===== config.mk =====
export PLATFORM = sky130hd
export DESIGN_NAME = signed_decimal_add_subtract
export DESIGN_NICKNAME = d
export VERILOG_FILES = /design/src/sdas_pkg.sv /design/src/sdas_front.sv /design/src/sdas_queue.sv /design/src/sdas_back.sv /design/src/signed_decimal_add_subtract.sv
export SDC_FILE = /design/constraint.sdc
export NUM_CORES = 1
export LEC_CHECK = 0
export ABC_AREA = 1
export BUFFER_PORTS_ARGS = -buffer_cell sky130_fd_sc_hd__buf_2
export CORE_MARGIN = 10
export CORE_UTILIZATION = 35
export CTS_CLUSTER_DIAMETER = 50
export DETAILED_ROUTE_END_ITERATION = 8
export PLACE_DENSITY = 0.6
export SLEW_MARGIN = 30
export SYNTH_ARGS = -nofsm -noshare
export SYNTH_HDL_FRONTEND = slang
export SYNTH_SLANG_ARGS = --single-unit

===== constraint.sdc =====
create_clock -name clk_i -period 6.29 [get_ports clk_i]
set_input_delay 0.9435 -clock clk_i [delete_from_list [all_inputs] [get_ports clk_i]]
set_output_delay 0.9435 -clock clk_i [all_outputs]
set_load 0.02 [all_outputs]

===== src/sdas_pkg.sv =====
// Shared types, constants and codes for the signed decimal add/subtract block.
package sdas_pkg;

  localparam int MAX_DIGITS = 32;
  localparam int LEN_W      = $clog2(MAX_DIGITS + 1);
  localparam int ADDR_W     = (MAX_DIGITS > 1) ? $clog2(MAX_DIGITS) : 1;

  localparam logic [1:0] MODE_LOAD_FIRST  = 2'd0;
  localparam logic [1:0] MODE_LOAD_SECOND = 2'd1;
  localparam logic [1:0] MODE_COMPUTE     = 2'd2;

  localparam logic [3:0] DIGIT_MAX = 4'd9;
  localparam logic [4:0] RADIX     = 5'd10;

  typedef struct packed {
    logic [1:0] mode;
    logic [3:0] digit;
    logic       first_negative;
    logic       second_negative;
    logic       subtract;
  } in_item_t;

  typedef struct packed {
    logic [3:0] result_digit;
    logic       negative;
    logic       last;
    logic       overflowed;
  } out_item_t;

  typedef enum logic [1:0] {
    CMD_LOAD_FIRST,
    CMD_LOAD_SECOND,
    CMD_COMPUTE
  } cmd_kind_e;

  typedef struct packed {
    cmd_kind_e  kind;
    logic [3:0] digit;
    logic       first_negative;
    logic       second_negative;
    logic       subtract;
  } cmd_t;

  typedef enum logic [3:0] {
    ST_IDLE,
    ST_CMP_RD,
    ST_CMP_USE,
    ST_ARI_RD,
    ST_ARI_USE,
    ST_EMIT_START,
    ST_EMIT_RD,
    ST_EMIT_LOAD,
    ST_EMIT_ZERO
  } back_state_e;

endpackage


===== src/sdas_front.sv =====
// Input stage: accepts items, saturates digits, drops unused modes, forms commands.
module sdas_front (
  input  logic              clk_i,
  input  logic              rst_ni,
  input  logic              in_valid_i,
  output logic              in_stall_o,
  input  sdas_pkg::in_item_t in_item_i,
  input  logic              q_full_i,
  output logic              q_push_o,
  output sdas_pkg::cmd_t    q_cmd_o
);
  import sdas_pkg::*;

  logic cmd_valid_q, cmd_valid_d;
  cmd_t cmd_q, cmd_d;
  logic take;
  logic is_cmd;

  always_comb begin
    in_stall_o = cmd_valid_q && q_full_i;
    q_push_o   = cmd_valid_q && !q_full_i;
    q_cmd_o    = cmd_q;
    take       = in_valid_i && !in_stall_o;

    is_cmd                = 1'b1;
    cmd_d                 = cmd_q;
    cmd_d.digit           = (in_item_i.digit > DIGIT_MAX) ? DIGIT_MAX : in_item_i.digit;
    cmd_d.first_negative  = in_item_i.first_negative;
    cmd_d.second_negative = in_item_i.second_negative;
    cmd_d.subtract        = in_item_i.subtract;
    case (in_item_i.mode)
      MODE_LOAD_FIRST:  cmd_d.kind = CMD_LOAD_FIRST;
      MODE_LOAD_SECOND: cmd_d.kind = CMD_LOAD_SECOND;
      MODE_COMPUTE:     cmd_d.kind = CMD_COMPUTE;
      default: begin
        cmd_d.kind = CMD_COMPUTE;
        is_cmd     = 1'b0;
      end
    endcase
    if (!take) begin
      cmd_d = cmd_q;
    end

    if (take) begin
      cmd_valid_d = is_cmd;
    end else if (q_push_o) begin
      cmd_valid_d = 1'b0;
    end else begin
      cmd_valid_d = cmd_valid_q;
    end
  end

  always_ff @(posedge clk_i or negedge rst_ni) begin
    if (!rst_ni) begin
      cmd_valid_q <= 1'b0;
    end else begin
      cmd_valid_q <= cmd_valid_d;
    end
  end

  always_ff @(posedge clk_i) begin
    cmd_q <= cmd_d;
  end

endmodule


===== src/sdas_queue.sv =====
// Two-entry command queue between the front and back stages.
module sdas_queue (
  input  logic           clk_i,
  input  logic           rst_ni,
  input  logic           push_i,
  input  sdas_pkg::cmd_t cmd_i,
  output logic           full_o,
  input  logic           pop_i,
  output logic           empty_o,
  output sdas_pkg::cmd_t cmd_o
);
  import sdas_pkg::*;

  cmd_t       entry_q [2];
  logic       wr_ptr_q, wr_ptr_d;
  logic       rd_ptr_q, rd_ptr_d;
  logic [1:0] count_q, count_d;
  logic       do_push, do_pop;

  always_comb begin
    full_o  = (count_q == 2'd2);
    empty_o = (count_q == 2'd0);
    cmd_o   = entry_q[rd_ptr_q];
    do_push = push_i && !full_o;
    do_pop  = pop_i && !empty_o;
    wr_ptr_d = do_push ? !wr_ptr_q : wr_ptr_q;
    rd_ptr_d = do_pop ? !rd_ptr_q : rd_ptr_q;
    count_d  = count_q;
    if (do_push && !do_pop) begin
      count_d = count_q + 2'd1;
    end else if (do_pop && !do_push) begin
      count_d = count_q - 2'd1;
    end
  end

  always_ff @(posedge clk_i or negedge rst_ni) begin
    if (!rst_ni) begin
      wr_ptr_q <= 1'b0;
      rd_ptr_q <= 1'b0;
      count_q  <= 2'd0;
    end else begin
      wr_ptr_q <= wr_ptr_d;
      rd_ptr_q <= rd_ptr_d;
      count_q  <= count_d;
    end
  end

  always_ff @(posedge clk_i) begin
    if (do_push) begin
      entry_q[wr_ptr_q] <= cmd_i;
    end
  end

endmodule


===== src/sdas_back.sv =====
// Execution stage: digit stores, compare, add or subtract, and result emission.
module sdas_back (
  input  logic               clk_i,
  input  logic               rst_ni,
  input  logic               q_empty_i,
  input  sdas_pkg::cmd_t     q_cmd_i,
  output logic               q_pop_o,
  output logic               out_valid_o,
  input  logic               out_stall_i,
  output sdas_pkg::out_item_t out_item_o
);
  import sdas_pkg::*;

  back_state_e state_q, state_d;

  logic [3:0] first_mem  [MAX_DIGITS];
  logic [3:0] second_mem [MAX_DIGITS];
  logic [3:0] result_mem [MAX_DIGITS];

  logic [ADDR_W-1:0] p_q, p_d;
  logic [LEN_W-1:0]  flen_q, flen_d, slen_q, slen_d;
  logic [LEN_W-1:0]  wflen_q, wflen_d, wslen_q, wslen_d, n_q, n_d;
  logic              dropped_q, dropped_d;
  logic              fneg_q, fneg_d, eff_sub_q, eff_sub_d, ovf_q, ovf_d;
  logic              first_larger_q, first_larger_d;
  logic              carry_q, carry_d, nonzero_q, nonzero_d;
  logic              out_valid_q, out_valid_d;
  out_item_t         out_item_q, out_item_d;

  logic [3:0]        f_rd_q, s_rd_q, r_rd_q;
  logic              f_in_q, s_in_q;

  logic [LEN_W-1:0]  p_ext, f_off, s_off, r_off, n_minus1;
  logic [ADDR_W-1:0] f_addr, s_addr, r_wr_addr;
  logic              f_in, s_in;
  logic              f_we, s_we, r_we;
  logic [3:0]        r_wr_data;
  logic [ADDR_W-1:0] ld_addr;
  logic [3:0]        a_dig, b_dig, hi_dig, lo_dig;
  logic [4:0]        sum, sb;
  logic [3:0]        step_digit;
  logic              step_carry;
  logic              out_free, out_load;
  logic              res_neg, all_zero;
  logic [LEN_W-1:0]  max_len;

  always_comb begin
    p_ext     = {{(LEN_W-ADDR_W){1'b0}}, p_q};
    f_off     = wflen_q - LEN_W'(1) - p_ext;
    s_off     = wslen_q - LEN_W'(1) - p_ext;
    n_minus1  = n_q - LEN_W'(1);
    r_off     = n_minus1 - p_ext;
    f_addr    = f_off[ADDR_W-1:0];
    s_addr    = s_off[ADDR_W-1:0];
    r_wr_addr = r_off[ADDR_W-1:0];
    f_in      = p_ext < wflen_q;
    s_in      = p_ext < wslen_q;
    max_len   = (flen_q > slen_q) ? flen_q : slen_q;

    a_dig = f_in_q ? f_rd_q : 4'd0;
    b_dig = s_in_q ? s_rd_q : 4'd0;
    hi_dig = first_larger_q ? a_dig : b_dig;
    lo_dig = first_larger_q ? b_dig : a_dig;
    sum = {1'b0, a_dig} + {1'b0, b_dig} + {4'd0, carry_q};
    sb  = {1'b0, lo_dig} + {4'd0, carry_q};
    if (!eff_sub_q) begin
      step_carry = (sum >= RADIX);
      step_digit = step_carry ? 4'(sum - RADIX) : sum[3:0];
    end else if ({1'b0, hi_dig} >= sb) begin
      step_carry = 1'b0;
      step_digit = 4'({1'b0, hi_dig} - sb);
    end else begin
      step_carry = 1'b1;
      step_digit = 4'({1'b0, hi_dig} + RADIX - sb);
    end

    // Result is zero when no digit was nonzero and, when adding, no carry came out on top.
    all_zero = !nonzero_q && !(!eff_sub_q && carry_q);
    res_neg  = (eff_sub_q ? (first_larger_q ? fneg_q : !fneg_q) : fneg_q) && !all_zero;
    out_free = !out_valid_q || !out_stall_i;
  end

  always_comb begin
    state_d        = state_q;
    p_d            = p_q;
    flen_d         = flen_q;
    slen_d         = slen_q;
    wflen_d        = wflen_q;
    wslen_d        = wslen_q;
    n_d            = n_q;
    dropped_d      = dropped_q;
    fneg_d         = fneg_q;
    eff_sub_d      = eff_sub_q;
    ovf_d          = ovf_q;
    first_larger_d = first_larger_q;
    carry_d        = carry_q;
    nonzero_d      = nonzero_q;
    q_pop_o        = 1'b0;
    f_we           = 1'b0;
    s_we           = 1'b0;
    r_we           = 1'b0;
    r_wr_data      = step_digit;
    ld_addr        = '0;
    out_load       = 1'b0;
    out_item_d     = out_item_q;

    case (state_q)
      ST_IDLE: begin
        if (!q_empty_i) begin
          q_pop_o = 1'b1;
          case (q_cmd_i.kind)
            CMD_LOAD_FIRST: begin
              ld_addr = flen_q[ADDR_W-1:0];
              if (flen_q < LEN_W'(MAX_DIGITS)) begin
                f_we   = 1'b1;
                flen_d = flen_q + LEN_W'(1);
              end else begin
                dropped_d = 1'b1;
              end
            end
            CMD_LOAD_SECOND: begin
              ld_addr = slen_q[ADDR_W-1:0];
              if (slen_q < LEN_W'(MAX_DIGITS)) begin
                s_we   = 1'b1;
                slen_d = slen_q + LEN_W'(1);
              end else begin
                dropped_d = 1'b1;
              end
            end
            CMD_COMPUTE: begin
              wflen_d   = flen_q;
              wslen_d   = slen_q;
              n_d       = max_len;
              fneg_d    = q_cmd_i.first_negative;
              eff_sub_d = q_cmd_i.first_negative ^ q_cmd_i.second_negative
                          ^ q_cmd_i.subtract;
              ovf_d     = dropped_q;
              flen_d    = '0;
              slen_d    = '0;
              dropped_d = 1'b0;
              carry_d   = 1'b0;
              nonzero_d = 1'b0;
              first_larger_d = 1'b0;
              if (max_len == '0) begin
                state_d = ST_EMIT_ZERO;
              end else if (q_cmd_i.first_negative ^ q_cmd_i.second_negative
                           ^ q_cmd_i.subtract) begin
                p_d     = ADDR_W'(max_len - LEN_W'(1));
                state_d = ST_CMP_RD;
              end else begin
                p_d     = '0;
                state_d = ST_ARI_RD;
              end
            end
            default: begin
              q_pop_o = 1'b1;
            end
          endcase
        end
      end
      ST_CMP_RD: begin
        state_d = ST_CMP_USE;
      end
      ST_CMP_USE: begin
        // Walk from the most significant aligned position to the first difference.
        if (a_dig != b_dig) begin
          first_larger_d = a_dig > b_dig;
          p_d            = '0;
          state_d        = ST_ARI_RD;
        end else if (p_q == '0) begin
          state_d = ST_ARI_RD;
        end else begin
          p_d     = p_q - ADDR_W'(1);
          state_d = ST_CMP_RD;
        end
      end
      ST_ARI_RD: begin
        state_d = ST_ARI_USE;
      end
      ST_ARI_USE: begin
        r_we      = 1'b1;
        carry_d   = step_carry;
        nonzero_d = nonzero_q || (step_digit != 4'd0);
        if (p_ext == n_minus1) begin
          state_d = ST_EMIT_START;
        end else begin
          p_d     = p_q + ADDR_W'(1);
          state_d = ST_ARI_RD;
        end
      end
      ST_EMIT_START: begin
        p_d = '0;
        if (eff_sub_q || !carry_q) begin
          state_d = ST_EMIT_RD;
        end else if (out_free) begin
          out_load   = 1'b1;
          out_item_d = '{result_digit: 4'd1, negative: res_neg, last: 1'b0,
                         overflowed: ovf_q};
          state_d    = ST_EMIT_RD;
        end
      end
      ST_EMIT_RD: begin
        state_d = ST_EMIT_LOAD;
      end
      ST_EMIT_LOAD: begin
        if (out_free) begin
          out_load   = 1'b1;
          out_item_d = '{result_digit: r_rd_q, negative: res_neg,
                         last: (p_ext == n_minus1), overflowed: ovf_q};
          if (p_ext == n_minus1) begin
            state_d = ST_IDLE;
          end else begin
            p_d     = p_q + ADDR_W'(1);
            state_d = ST_EMIT_RD;
          end
        end
      end
      ST_EMIT_ZERO: begin
        if (out_free) begin
          out_load   = 1'b1;
          out_item_d = '{result_digit: 4'd0, negative: 1'b0, last: 1'b1,
                         overflowed: ovf_q};
          state_d    = ST_IDLE;
        end
      end
      default: begin
        state_d = ST_IDLE;
      end
    endcase

    out_valid_d = out_load || (out_valid_q && out_stall_i);
  end

  always_ff @(posedge clk_i or negedge rst_ni) begin
    if (!rst_ni) begin
      state_q     <= ST_IDLE;
      flen_q      <= '0;
      slen_q      <= '0;
      dropped_q   <= 1'b0;
      out_valid_q <= 1'b0;
    end else begin
      state_q     <= state_d;
      flen_q      <= flen_d;
      slen_q      <= slen_d;
      dropped_q   <= dropped_d;
      out_valid_q <= out_valid_d;
    end
  end

  always_ff @(posedge clk_i) begin
    p_q            <= p_d;
    wflen_q        <= wflen_d;
    wslen_q        <= wslen_d;
    n_q            <= n_d;
    fneg_q         <= fneg_d;
    eff_sub_q      <= eff_sub_d;
    ovf_q          <= ovf_d;
    first_larger_q <= first_larger_d;
    carry_q        <= carry_d;
    nonzero_q      <= nonzero_d;
    if (out_load) begin
      out_item_q <= out_item_d;
    end
  end

  always_ff @(posedge clk_i) begin
    if (f_we) begin
      first_mem[ld_addr] <= q_cmd_i.digit;
    end
    f_rd_q <= first_mem[f_addr];
    f_in_q <= f_in;
  end

  always_ff @(posedge clk_i) begin
    if (s_we) begin
      second_mem[ld_addr] <= q_cmd_i.digit;
    end
    s_rd_q <= second_mem[s_addr];
    s_in_q <= s_in;
  end

  always_ff @(posedge clk_i) begin
    if (r_we) begin
      result_mem[r_wr_addr] <= r_wr_data;
    end
    r_rd_q <= result_mem[p_q];
  end

  assign out_valid_o = out_valid_q;
  assign out_item_o  = out_item_q;

endmodule


===== src/signed_decimal_add_subtract.sv =====
// Top level of the signed decimal add/subtract block.
//
// Usage: items arrive on the input channel (in_valid_i, in_stall_o, in_item_i).
// Mode 0 and mode 1 items append one decimal digit, most significant first, to
// the first or second magnitude; digits above nine are stored as nine, and a
// digit that finds its operand full is dropped and remembered as an overflow.
// A mode 2 item carries both signs and the add/subtract request and starts
// the calculation; mode 3 items are taken and ignored. Results leave on the
// output channel (out_valid_o, out_stall_i, out_item_o), one transfer per
// result digit, most significant first, with last on the final digit.
// Processing: a load item is handled in the idle state. A compute item over n
// digit positions first runs the magnitude compare (effective subtract
// only, stopping at the first differing digit), then the add or subtract
// walk, each digit step waiting on the registered read of the digit stores,
// then emits each result digit after a registered read of the result store.
// The front stage and a two-entry queue keep taking items while the back
// stage works or while the receiver stalls, until the queue fills; a stalled
// result holds in the output register. Reset empties the queue and clears
// both lengths and the overflow flag; the digit stores need no clearing.
module signed_decimal_add_subtract (
  input  logic                clk_i,
  input  logic                rst_ni,
  input  logic                in_valid_i,
  output logic                in_stall_o,
  input  sdas_pkg::in_item_t  in_item_i,
  output logic                out_valid_o,
  input  logic                out_stall_i,
  output sdas_pkg::out_item_t out_item_o
);
  import sdas_pkg::*;

  logic q_push, q_full, q_pop, q_empty;
  cmd_t front_cmd, queue_cmd;

  // The front stage classifies each transfer into a load or compute command, or drops it.
  sdas_front u_front (
    .clk_i      (clk_i),
    .rst_ni     (rst_ni),
    .in_valid_i (in_valid_i),
    .in_stall_o (in_stall_o),
    .in_item_i  (in_item_i),
    .q_full_i   (q_full),
    .q_push_o   (q_push),
    .q_cmd_o    (front_cmd)
  );

  // The queue lets the front keep accepting while the back stage is busy.
  sdas_queue u_queue (
    .clk_i   (clk_i),
    .rst_ni  (rst_ni),
    .push_i  (q_push),
    .cmd_i   (front_cmd),
    .full_o  (q_full),
    .pop_i   (q_pop),
    .empty_o (q_empty),
    .cmd_o   (queue_cmd)
  );

  // The back stage owns the digit stores and runs commands in order.
  sdas_back u_back (
    .clk_i       (clk_i),
    .rst_ni      (rst_ni),
    .q_empty_i   (q_empty),
    .q_cmd_i     (queue_cmd),
    .q_pop_o     (q_pop),
    .out_valid_o (out_valid_o),
    .out_stall_i (out_stall_i),
    .out_item_o  (out_item_o)
  );

endmodule

==> impl_metrics.tcl <==
set metrics [dict create \
    reg2regPathDepth 15 \
    wl_per_cell_um 17.3 \
    fin_util_pct 39.8 \
    cp_max_fo 32 \
    drtIter0Drc 1444 \
    syn_nets 2045 \
    dr.pass1.iters 5 \
    route.layer.met1.wl_um 22500 \
    initial_core_util_pct 35.4 \
    max_stage_delay_ps 680 \
    hold_buffers 0 \
    cts.sinks 484 \
    synth_enable_flop_cells 447 \
    die_x_um 270 \
    drt_wl_total_um 49600 \
    ys_seq_area_share_pct 65.2 \
    diodes 0 \
    slew_viol_final 0 \
    clockRootBuffer "clkbuf_16" \
    ys_top_cells_by_area "edfxtp_1 (61%), nor2_1 (6.6%), o21ai_0 (5.7%)" \
    synth.distinct_cells 51 \
    hp-class "in -> async" \
    timing.rr.start "u_back.first_larger_q" \
    dieArea_mm2 0.0729 \
    wl_met3_um 2250 \
    drive_gt1_share_pct 8.99 \
    yosysWarnings 0 \
    status "finished clean" \
    fmax_ghz 0.247 \
    nNetsFinal 2056 \
    skew_ps 42.3 \
    crit_chain "inv_1 -> o21ai_0 -> ha_1 -> ha_1 -> inv_1 -> ha_1 -> inv_1 -> ha_1 -> fa_1 -> xnor2_1 -> xor2_1 -> nand2_1 -> nand3_1 -> nand2_1 -> inv_1" \
    yosys-top-cells-count "edfxtp_1 (447), nor2_1 (383), o21ai_0 (251)" \
    relSlewSlack_pct 38.4 \
    cts_made_buffers 50 \
    critPathKind "reg -> reg" \
    rsz0062_at_grt "no" \
    fin_crit_ps 4050 \
    cts.repair.resized 0 \
    synth_top_area_cell "edfxtp_1" \
    cts_tree "built" \
    synth.most_common_cell "edfxtp_1" \
    clk_pin_slew_ps 60 \
    rows 91 \
    period_share_pct 64.5 \
    ctsLongestPathBuffers 3 \
    ys.flop_type "edfxtp_1" \
    arrival_ps 4310 \
    fin_tns_setup_ps 0 \
    numPortBuffers 21 \
    gp_congestion 0.865 \
    clk_latency_ps 620 \
    h-tree-depth 2 \
    final_hold_viol_count 0 \
    grt_max_degree 69 \
    finalSetupViolCount 0 \
    num_vias 14400 \
    grt_util_all_layers_pct 13.3 \
    drc 0 \
    synth_top_area_share_pct 61.3 \
    cap_violations 0 \
    ff2ff_setup_slack_ps 2240 \
    antenna_left 0 \
    grt_pass1_vias 14400 \
    cts_setup_buffers 0 \
    syn_to_final_growth_pct 12.6 \
    antenna_found_initial 0 \
    cp-start-kind "register" \
    wl_met2_um 23700 \
    crit_required_ps 6540 \
    synth_seq_cells 484 \
    grt_pass1_wl_um 78700 \
    avgSynthCellArea_um2 11.1 \
    end_kind "register" \
    hpwl_um 32500 \
    core_area_mm2 0.0618 \
    worstMarginPinSlew_ps 923 \
    grt.overflow.total 0 \
    crit_slowest_cell "inv_1" \
    timing.rr.end "u_back.result_mem[24][3]" \
    syn_inst 1971 \
    die_h_um 270 \
    vias_per_cell 5.03 \
    syn-cell-area_mm2 0.0219 \
    synthArstFlopShare_pct 4.75 \
    io_pins 22 \
    highest_layer "met4" \
]
## sequential cells by signal (all words and copies together), names as in the netlist, 5 cells and up
register and count:
u_back.first_mem 128, u_back.result_mem 128, u_back.second_mem 128, u_queue.entry_q 18, u_front.q_cmd_o 9, u_back.out_item_o 7, u_back.flen_q 6, u_back.n_q 6
u_back.slen_q 6, u_back.wflen_q 6, u_back.wslen_q 6, u_back.p_q 5
## per-layer routing
metal | up-vias | track usage, %
li1 | 6902 | -
met1 | 7086 | 17.7
met2 | 329 | 22.1
met3 | 82 | 1.93
met4 | 0 | 4.35
met5 | - | 0
## critical path: cells and delay by family (launching register included)
kind	cells	cell delay, ps
adder cells (fa/ha/maj)	5	1480
buffers and inverters	4	1090
flip-flops	1	400
XOR/XNOR	2	350
AND/OR/NAND/NOR	3	210
AO/OA/AOI/OAI	1	190
## worst max path at each step
stage	from	end	slack, ps	cells past startpoint
2_1_floorplan	u_back.first_larger_q	u_back.result_mem[0][3]	2760	16
3_5_place_dp	u_back.first_larger_q	u_back.result_mem[12][3]	2280	15
5_1_grt	u_back.first_larger_q	u_back.result_mem[26][3]	1920	15
4_1_cts	u_back.first_larger_q	u_back.result_mem[22][3]	2260	15
3_3_place_gp	u_back.first_larger_q	u_back.result_mem[14][3]	2290	15
6_report	u_back.first_larger_q	u_back.result_mem[24][3]	2240	15
## kinds of logic after synthesis
family | Yosys count | share of synthesized area, %
xor gates and xnor gates | 31 | 1.24
buffers and inverters | 251 | 4.41
muxes | 16 | 0.732
adders and majority gates | 61 | 3.73
and+or+nand+nor | 737 | 14.2
AOI/OAI and AO/OA | 391 | 10.4
DFF | 484 | 65.2
## final cells by class
cell class	instances	area [um^2]
timing repair buffer	39	260
inverter	171	647
clock buffer	61	1350
multi-input combinational	1236	6710
clock inverter	33	338
fill	5845	37200
tap	837	1050
sequential	484	14300
## through the flow
stage | hold slack (ps) | std cells | setup WS, ps | cell area, um^2
floorplan | 400 | 1971 | 2760 | 21900
global placement | 427 | 2766 | 2290 | 22900
detailed placement | 435 | 2766 | 2280 | 22900
CTS | 317 | 2860 | 2260 | 24600
global route | 363 | 2861 | 1920 | 24600
finish | 319 | 2861 | 2240 | 24600
## placed cells by master (no fill, tap or decap), types with 17 or more instances in the layout
master,instances
nor2_1,383
ha_1,52
nor3_1,21
edfxtp_1,447
o21ai_0,250
inv_1,159
xor2_1,17
clkbuf_16,50
dfrtp_1,23
nand3_1,55
buf_2,21
nand2_1,229
o211ai_1,17
buf_4,17
o22ai_1,50
a21oi_1,26
Power is left out: the tool's default activity adds up to more than one toggle a clock period on the data nets, which glitch-free logic cannot reach.
